==> src/sv/tsjd_pkg.sv <==
// ----------------------------------------------------------------------------
// tsjd_pkg
// Shared types, widths and helpers for the three-server job dispatcher.
// ----------------------------------------------------------------------------
package tsjd_pkg;

  localparam int SERVERS   = 3;
  localparam int SRV_W     = (SERVERS > 1) ? $clog2(SERVERS) : 1;
  localparam int OUT_SRV_W = 2;
  localparam int DUR_W     = 32;
  localparam int TIME_W    = 64;

  // job queue between front and back
  localparam int QDEPTH    = 2;
  localparam int QPTR_W    = (QDEPTH > 1) ? $clog2(QDEPTH) : 1;
  localparam int QCNT_W    = $clog2(QDEPTH + 1);

  typedef struct packed {
    logic [DUR_W-1:0] duration;
    logic             first;
  } job_t;

  typedef struct packed {
    logic              valid;
    logic              full;
    logic [QCNT_W-1:0] count;
  } q_stat_t;

  function automatic logic [TIME_W-1:0] sat_add(input logic [TIME_W-1:0] a,
                                                input logic [TIME_W-1:0] b);
    logic [TIME_W:0] s;
    s = {1'b0, a} + {1'b0, b};
    return s[TIME_W] ? {TIME_W{1'b1}} : s[TIME_W-1:0];
  endfunction

endpackage

==> src/sv/tsjd_front.sv <==
// ----------------------------------------------------------------------------
// tsjd_front
// Input stage: takes a job from the input channel, packs it and hands it to
// the job queue.
// ----------------------------------------------------------------------------
module tsjd_front (
  input  logic                       clk,
  input  logic                       rst_n,
  input  logic                       in_valid,
  output logic                       in_stall,
  input  logic [tsjd_pkg::DUR_W-1:0] in_duration,
  input  logic                       in_first,
  input  tsjd_pkg::q_stat_t          q_stat,
  output logic                       push,
  output tsjd_pkg::job_t             push_job
);

  logic           item_v_r;
  logic           item_v_nxt;
  tsjd_pkg::job_t item_r;
  logic           load;

  // holding register only blocks when the queue cannot take it
  assign in_stall = item_v_r && q_stat.full;
  assign load     = in_valid && !in_stall;
  assign push     = item_v_r && !q_stat.full;
  assign push_job = item_r;

  always_comb begin
    item_v_nxt = item_v_r;
    if (load) begin
      item_v_nxt = 1'b1;
    end else if (push) begin
      item_v_nxt = 1'b0;
    end
  end

  always_ff @(posedge clk) begin
    if (!rst_n) begin
      item_v_r <= 1'b0;
    end else begin
      item_v_r <= item_v_nxt;
    end
  end

  always_ff @(posedge clk) begin
    if (load) begin
      item_r.duration <= in_duration;
      item_r.first    <= in_first;
    end
  end

endmodule

==> src/sv/tsjd_queue.sv <==
// ----------------------------------------------------------------------------
// tsjd_queue
// Short FIFO of packed jobs between the input stage and the dispatch engine.
// ----------------------------------------------------------------------------
module tsjd_queue (
  input  logic              clk,
  input  logic              rst_n,
  input  logic              push,
  input  tsjd_pkg::job_t    push_job,
  input  logic              pop,
  output tsjd_pkg::job_t    pop_job,
  output tsjd_pkg::q_stat_t q_stat
);

  tsjd_pkg::job_t                    entry_r [tsjd_pkg::QDEPTH];
  logic [tsjd_pkg::QPTR_W-1:0]       wr_ptr_r, wr_ptr_nxt;
  logic [tsjd_pkg::QPTR_W-1:0]       rd_ptr_r, rd_ptr_nxt;
  logic [tsjd_pkg::QCNT_W-1:0]       count_r, count_nxt;
  logic                              do_push, do_pop;

  assign q_stat.count = count_r;
  assign q_stat.valid = (count_r != '0);
  assign q_stat.full  = (count_r == tsjd_pkg::QCNT_W'(tsjd_pkg::QDEPTH));
  assign pop_job      = entry_r[rd_ptr_r];

  assign do_push = push && !q_stat.full;
  assign do_pop  = pop && q_stat.valid;

  always_comb begin
    wr_ptr_nxt = wr_ptr_r;
    rd_ptr_nxt = rd_ptr_r;
    count_nxt  = count_r;
    if (do_push) begin
      wr_ptr_nxt = (32'(wr_ptr_r) == tsjd_pkg::QDEPTH - 1) ? '0 : wr_ptr_r + 1'b1;
    end
    if (do_pop) begin
      rd_ptr_nxt = (32'(rd_ptr_r) == tsjd_pkg::QDEPTH - 1) ? '0 : rd_ptr_r + 1'b1;
    end
    if (do_push && !do_pop) begin
      count_nxt = count_r + 1'b1;
    end else if (do_pop && !do_push) begin
      count_nxt = count_r - 1'b1;
    end
  end

  always_ff @(posedge clk) begin
    if (!rst_n) begin
      wr_ptr_r <= '0;
      rd_ptr_r <= '0;
      count_r  <= '0;
    end else begin
      wr_ptr_r <= wr_ptr_nxt;
      rd_ptr_r <= rd_ptr_nxt;
      count_r  <= count_nxt;
    end
  end

  always_ff @(posedge clk) begin
    if (do_push) begin
      entry_r[wr_ptr_r] <= push_job;
    end
  end

endmodule

==> src/sv/tsjd_back.sv <==
// ----------------------------------------------------------------------------
// tsjd_back
// Dispatch engine: applies both policies to one job per cycle unless
// stalled, keeps the per-server state and holds the result register.
// ----------------------------------------------------------------------------
module tsjd_back (
  input  logic                           clk,
  input  logic                           rst_n,
  input  tsjd_pkg::q_stat_t              q_stat,
  input  tsjd_pkg::job_t                 job,
  output logic                           pop,
  output logic                           out_valid,
  input  logic                           out_stall,
  output logic [tsjd_pkg::OUT_SRV_W-1:0] out_cyclic_server,
  output logic [tsjd_pkg::TIME_W-1:0]    out_cyclic_total_wait,
  output logic [tsjd_pkg::TIME_W-1:0]    out_cyclic_makespan,
  output logic [tsjd_pkg::OUT_SRV_W-1:0] out_earliest_server,
  output logic [tsjd_pkg::TIME_W-1:0]    out_earliest_total_wait,
  output logic [tsjd_pkg::TIME_W-1:0]    out_earliest_makespan
);

  localparam int N  = tsjd_pkg::SERVERS;
  localparam int SW = tsjd_pkg::SRV_W;
  localparam int TW = tsjd_pkg::TIME_W;

  logic [SW-1:0] ptr_r, ptr_nxt;
  logic [TW-1:0] busy_r [N];
  logic [TW-1:0] busy_nxt [N];
  logic [TW-1:0] cwait_r, cwait_nxt;
  logic [TW-1:0] free_r [N];
  logic [TW-1:0] free_nxt [N];
  logic [TW-1:0] ewait_r, ewait_nxt;
  logic          out_valid_r, out_valid_nxt;

  logic [SW-1:0] ptr_cur, a_idx, b_idx;
  logic [TW-1:0] busy_cur [N];
  logic [TW-1:0] free_cur [N];
  logic [TW-1:0] dur_ext, start, cmax, emax;

  logic [tsjd_pkg::OUT_SRV_W-1:0] cserv_r, eserv_r;
  logic [TW-1:0]                  cwait_o_r, cmax_r, ewait_o_r, emax_r;

  assign pop = q_stat.valid && (!out_valid_r || !out_stall);

  always_comb begin
    dur_ext = TW'(job.duration);
    ptr_cur = job.first ? '0 : ptr_r;
    a_idx   = (32'(ptr_cur) >= N) ? '0 : ptr_cur;
    ptr_nxt = (32'(a_idx) + 1 >= N) ? '0 : a_idx + 1'b1;

    for (int i = 0; i < N; i++) begin
      busy_cur[i] = job.first ? '0 : busy_r[i];
      free_cur[i] = job.first ? '0 : free_r[i];
    end

    // cyclic: wait for what is already queued on the pointed server
    cwait_nxt = tsjd_pkg::sat_add(job.first ? '0 : cwait_r, busy_cur[a_idx]);
    busy_nxt  = busy_cur;
    busy_nxt[a_idx] = tsjd_pkg::sat_add(busy_cur[a_idx], dur_ext);

    // earliest-free: strict less-than keeps the lowest index on ties
    b_idx = '0;
    for (int i = 1; i < N; i++) begin
      if (free_cur[i] < free_cur[b_idx]) begin
        b_idx = SW'(i);
      end
    end
    start     = free_cur[b_idx];
    ewait_nxt = tsjd_pkg::sat_add(job.first ? '0 : ewait_r, start);
    free_nxt  = free_cur;
    free_nxt[b_idx] = tsjd_pkg::sat_add(start, dur_ext);

    cmax = busy_nxt[0];
    emax = free_nxt[0];
    for (int i = 1; i < N; i++) begin
      if (busy_nxt[i] > cmax) begin
        cmax = busy_nxt[i];
      end
      if (free_nxt[i] > emax) begin
        emax = free_nxt[i];
      end
    end

    out_valid_nxt = pop ? 1'b1 : (out_valid_r && out_stall);
  end

  always_ff @(posedge clk) begin
    if (!rst_n) begin
      out_valid_r <= 1'b0;
      ptr_r       <= '0;
      cwait_r     <= '0;
      ewait_r     <= '0;
      for (int i = 0; i < N; i++) begin
        busy_r[i] <= '0;
        free_r[i] <= '0;
      end
    end else begin
      out_valid_r <= out_valid_nxt;
      if (pop) begin
        ptr_r   <= ptr_nxt;
        cwait_r <= cwait_nxt;
        ewait_r <= ewait_nxt;
        for (int i = 0; i < N; i++) begin
          busy_r[i] <= busy_nxt[i];
          free_r[i] <= free_nxt[i];
        end
      end
    end
  end

  always_ff @(posedge clk) begin
    if (pop) begin
      cserv_r   <= tsjd_pkg::OUT_SRV_W'(a_idx);
      cwait_o_r <= cwait_nxt;
      cmax_r    <= cmax;
      eserv_r   <= tsjd_pkg::OUT_SRV_W'(b_idx);
      ewait_o_r <= ewait_nxt;
      emax_r    <= emax;
    end
  end

  assign out_valid               = out_valid_r;
  assign out_cyclic_server       = cserv_r;
  assign out_cyclic_total_wait   = cwait_o_r;
  assign out_cyclic_makespan     = cmax_r;
  assign out_earliest_server     = eserv_r;
  assign out_earliest_total_wait = ewait_o_r;
  assign out_earliest_makespan   = emax_r;

endmodule

==> src/sv/three_server_job_dispatch.sv <==
// ----------------------------------------------------------------------------
// three_server_job_dispatch
// Greedy list scheduling of a job stream onto three servers, two policies.
// ----------------------------------------------------------------------------
// Takes one job per cycle while out_stall is low, and returns one result per
// job in order. An accepted job passes the input register, the two-entry job
// queue and the result register on its way to the result channel. The rate
// is set by the per-server state loop in the dispatch engine: the minimum
// over the free times, the saturating adds and the makespan maximum are all
// combinational. in_first set on a job starts a new batch with all state
// cleared. Result stalls back up through the queue; the input stalls only
// once the queue and the input register are both full.
module three_server_job_dispatch (
  input  logic                           clk,
  input  logic                           rst_n,
  input  logic                           in_valid,
  output logic                           in_stall,
  input  logic [tsjd_pkg::DUR_W-1:0]     in_duration,
  input  logic                           in_first,
  output logic                           out_valid,
  input  logic                           out_stall,
  output logic [tsjd_pkg::OUT_SRV_W-1:0] out_cyclic_server,
  output logic [tsjd_pkg::TIME_W-1:0]    out_cyclic_total_wait,
  output logic [tsjd_pkg::TIME_W-1:0]    out_cyclic_makespan,
  output logic [tsjd_pkg::OUT_SRV_W-1:0] out_earliest_server,
  output logic [tsjd_pkg::TIME_W-1:0]    out_earliest_total_wait,
  output logic [tsjd_pkg::TIME_W-1:0]    out_earliest_makespan
);

  tsjd_pkg::q_stat_t q_stat;
  tsjd_pkg::job_t    push_job, pop_job;
  logic              push, pop;

  tsjd_front u_front (
    .clk        (clk),
    .rst_n      (rst_n),
    .in_valid   (in_valid),
    .in_stall   (in_stall),
    .in_duration(in_duration),
    .in_first   (in_first),
    .q_stat     (q_stat),
    .push       (push),
    .push_job   (push_job)
  );

  tsjd_queue u_queue (
    .clk     (clk),
    .rst_n   (rst_n),
    .push    (push),
    .push_job(push_job),
    .pop     (pop),
    .pop_job (pop_job),
    .q_stat  (q_stat)
  );

  tsjd_back u_back (
    .clk                    (clk),
    .rst_n                  (rst_n),
    .q_stat                 (q_stat),
    .job                    (pop_job),
    .pop                    (pop),
    .out_valid              (out_valid),
    .out_stall              (out_stall),
    .out_cyclic_server      (out_cyclic_server),
    .out_cyclic_total_wait  (out_cyclic_total_wait),
    .out_cyclic_makespan    (out_cyclic_makespan),
    .out_earliest_server    (out_earliest_server),
    .out_earliest_total_wait(out_earliest_total_wait),
    .out_earliest_makespan  (out_earliest_makespan)
  );

  a_q_bound: assert property (@(posedge clk) disable iff (!rst_n)
    32'(q_stat.count) <= tsjd_pkg::QDEPTH)
    else $error("job queue count beyond depth");

  a_pop_nonempty: assert property (@(posedge clk) disable iff (!rst_n)
    pop |-> q_stat.valid)
    else $error("pop from empty job queue");

  a_pop_result: assert property (@(posedge clk) disable iff (!rst_n)
    pop |=> out_valid)
    else $error("popped job produced no result");

  a_srv_range: assert property (@(posedge clk) disable iff (!rst_n)
    out_valid |-> (tsjd_pkg::SERVERS > 4) ||
                  (32'(out_cyclic_server) < tsjd_pkg::SERVERS &&
                   32'(out_earliest_server) < tsjd_pkg::SERVERS))
    else $error("server index out of range");

endmodule
==> config.mk <==
export PLATFORM = sky130hd
export DESIGN_NAME = three_server_job_dispatch
export DESIGN_NICKNAME = d
export VERILOG_FILES = /design/src/sv/tsjd_pkg.sv /design/src/sv/tsjd_front.sv /design/src/sv/tsjd_queue.sv /design/src/sv/tsjd_back.sv /design/src/sv/three_server_job_dispatch.sv
export SDC_FILE = /design/constraint.sdc
export NUM_CORES = 2
export LEC_CHECK = 0
export BUFFER_PORTS_ARGS = -buffer_cell sky130_fd_sc_hd__buf_2
export CAP_MARGIN = 20
export CORE_MARGIN = 1
export CORE_UTILIZATION = 60
export CTS_BUF_LIST = sky130_fd_sc_hd__clkbuf_8
export CTS_CLUSTER_SIZE = 24
export DETAILED_ROUTE_END_ITERATION = 8
export PLACE_DENSITY_LB_ADDON = 0.25
export SYNTH_ARGS = -nofsm -noshare
export SYNTH_HDL_FRONTEND = slang
export SYNTH_HIERARCHICAL = 1
export SYNTH_SLANG_ARGS = --single-unit
export TNS_END_PERCENT = 20
==> constraint.sdc <==
create_clock -name clk -period 23.5 [get_ports clk]
set_input_delay 2.35 -clock clk [delete_from_list [all_inputs] [get_ports clk]]
set_output_delay 2.35 -clock clk [all_outputs]
set_load 0.005 [all_outputs]
==> results.md <==
* Most common cell after layout, fill and taps aside: nor2_1
* Post-DR wirelength/cell at 27.8 um
* Sinks on Clock Net at 880
* Dpl ws at 2.55 ns
* Skew final at 0.0397 ns
* Hold crit path type: reg -> reg
* Final wirelength at 253000 um
* Final setup vio count at 0
* Max-slew headroom at 0.117
* Status: finished clean
* P&R area growth vs syn at 9.39%
* FF+latch count, synth at 880
* Net Count, Synth at 8017
* Mapped cell area at 65500 um2
* Number of global-route vias before repair at 56.9k
* Yosys warning total at 6
* Iteration-0 DRC count of the detailed router at 9761
* CTS Hold Buffers Added at 0
* ANT nets after route at 0
* Fin worst setup slack at 1.48 ns
* Clock slew at reported path FFs at 0.07 ns
* Critical Path AT at 22.60 ns
* Hold Vio Cnt, Final at 0
* Maxcap violations at 0
* CTS tree: yes
* Share of cells above drive strength 1 at 0.107
* Tmin final at 22.02 ns
* Startpoint types: flip-flop
* CP endpoint kind: flip-flop
* Library cells used by synthesis at 95
* Worst-Margin Slew at 1.32 ns
* Core Util, Final at 0.666
* Port bufs at 298
* Post-CTS Setup Repair Bufs at 0
* Fin cells at 9104
* GRT overflow at 0
* Placed cells at 8795
* Htree depth at 4
* Drt pass-1 iters at 7
* Sum Neg Setup Slack at 0 ns
* Initial core utilization at 0.609
* Slew Limit Fails at 0
* Vias at 62.3k
* Cells resized by post-CTS repair at 0
* Final period util at 0.937
* Gpl congestion at 1.06
* Gate Count Post-Synth at 7397
* Crit-path max cell delay at 1.10 ns
* Post-Syn Area per Cell at 8.86 um2
* Die area at 111000 um2
* Die height at 332 um
* Remaining DRCs at 0
* Global-route wire length before repair at 368000 um
* Core box area at 108000 um2
* Post-layout nets at 8179
* Vias/cell at 6.84
* Cts bufs inserted at 157
* Site Rows at 120
* Most frequent cells in the layout: nor2_1 (863), edfxtp_1 (743), a21oi_1 (707), nand2_1 (645), ha_1 (575)
* Critical path type: reg -> reg
* Achievable Freq at 0.0454 GHz
* Die span in x at 332 um
* Ys async rst share at 0
* Post-synth EDFFs at 743
* Worst Path Required at 24.08 ns
* # IOs at 299
* Initial antenna violation count at 16
* Largest net degree at the start of global routing at 167
* RSZ-0062 raised after global routing: false
* Crit-path slowest cell: a2111oi_0
* Root buf cell: clkbuf_8
* Most used DFF post-synth: edfxtp_1
* Most used cell, CP: a21o_1
* Clock buffer depth at 3
* Dpl hpwl at 182000 um
* Worst Path Max Fanout at 92
* GRT Overall Usage at 0.442
* Worst-Skew Late Latency at 0.89 ns
* Share of the yosys chip area belonging to registers at 0.382
## layout make-up
cell class / count / area (um2)
diodes: 11 / 27.5
clock buffers: 166 / 2280
clock inverters: 124 / 891
fillers: 8755 / 36000
inverters: 243 / 926
multi-input cells: 5845 / 38100
flip-flops and latches: 880 / 25100
well taps: 1403 / 1760
repair buffers: 432 / 2610
## cell families after synthesis
logic type / share of synthesized area
AND/OR/NAND/NOR: 0.189
AO/OA/AOI/OAI: 0.207
flip-flops: 0.382
buffers and inverters: 0.0394
adder cells (fa/ha/maj): 0.112
multiplexers: 0.0419
XOR/XNOR: 0.0289
## cell usage after synthesis, drive strengths merged (43+ instances only)
library cell / number / share of area
ha: 579 / 0.11
a21oi: 710 / 0.054
edfxtp: 743 / 0.34
nor2: 867 / 0.050
mux2i: 201 / 0.031
nor2b: 286 / 0.027
xor2: 83 / 0.011
nand3: 137 / 0.010
o21ai: 446 / 0.034
dfxtp: 137 / 0.042
a21o: 266 / 0.030
mux2: 65 / 0.011
and2: 146 / 0.014
inv: 243 / 0.014
and3: 79 / 0.0075
a22oi: 81 / 0.0094
nand4: 114 / 0.011
nand2b: 76 / 0.0073
o211ai: 43 / 0.0051
o21a: 78 / 0.0089
clkbuf: 329 / 0.019
buf: 100 / 0.0066
a31oi: 127 / 0.012
nor3: 111 / 0.0086
nand2: 651 / 0.037
xnor2: 133 / 0.018
a211oi: 61 / 0.0070
## state kept, by name, summed over array words and instances, names as in the netlist, named ones only
name and cells:
u_queue/entry_r 66, u_back/out_cyclic_total_wait 64, u_back/out_cyclic_server 2, u_back/out_earliest_makespan 64, u_back/free_r 192, u_queue/wr_ptr_r 1
u_back/cwait_r 64, u_back/ewait_r 64, u_back/out_cyclic_makespan 64, u_back/out_earliest_server 2, u_back/busy_r 192, u_front/item_v_r 1
u_back/ptr_r 2, u_front/push_job 33, u_queue/count_r 2, u_queue/rd_ptr_r 1, u_back/out_earliest_total_wait 64, u_back/out_valid 1
## stage by stage
stage | hold slack, ns | instance area (um2)
after floorplan | 0.421 | 65500
after CTS | 0.447 | 71500
after global placement | 0.425 | 68300
final | 0.445 | 71700
after global routing | 0.459 | 71600
after detailed placement | 0.432 | 68400
## worst paths after layout
kind | slack (ns) | end | start | cells after the start
setup / recovery | 1.48 | u_back/out_earliest_makespan[27] | flip-flop | 69
hold / removal | 0.44 | u_queue/entry_r[1][7] | u_front/push_job[7] | 0
hold reg to reg | 0.44 | u_queue/entry_r[1][7] | u_front/push_job[7] | 0
setup reg to reg | 1.48 | u_back/out_earliest_makespan[27] | flip-flop | 69
## critical path: cells and delay by family (launching register included)
family	cells	cell delay, ns
compound gates	31	8.53
simple gates	20	6.99
buf+inv	11	3.17
fa+ha+maj	6	1.82
mux	1	0.56
flops	1	0.31
## routing by layer
layer  wire, um  vias up  track usage
li1           -    27500            -
met1     101000    29500        0.617
met2      98900     4605        0.591
met3      40500      767        0.177
met4      12900       10        0.207
met5         67        -            0
Power is left out: the tool's default activity adds up to more than one toggle a clock period on the data nets, which glitch-free logic cannot reach.
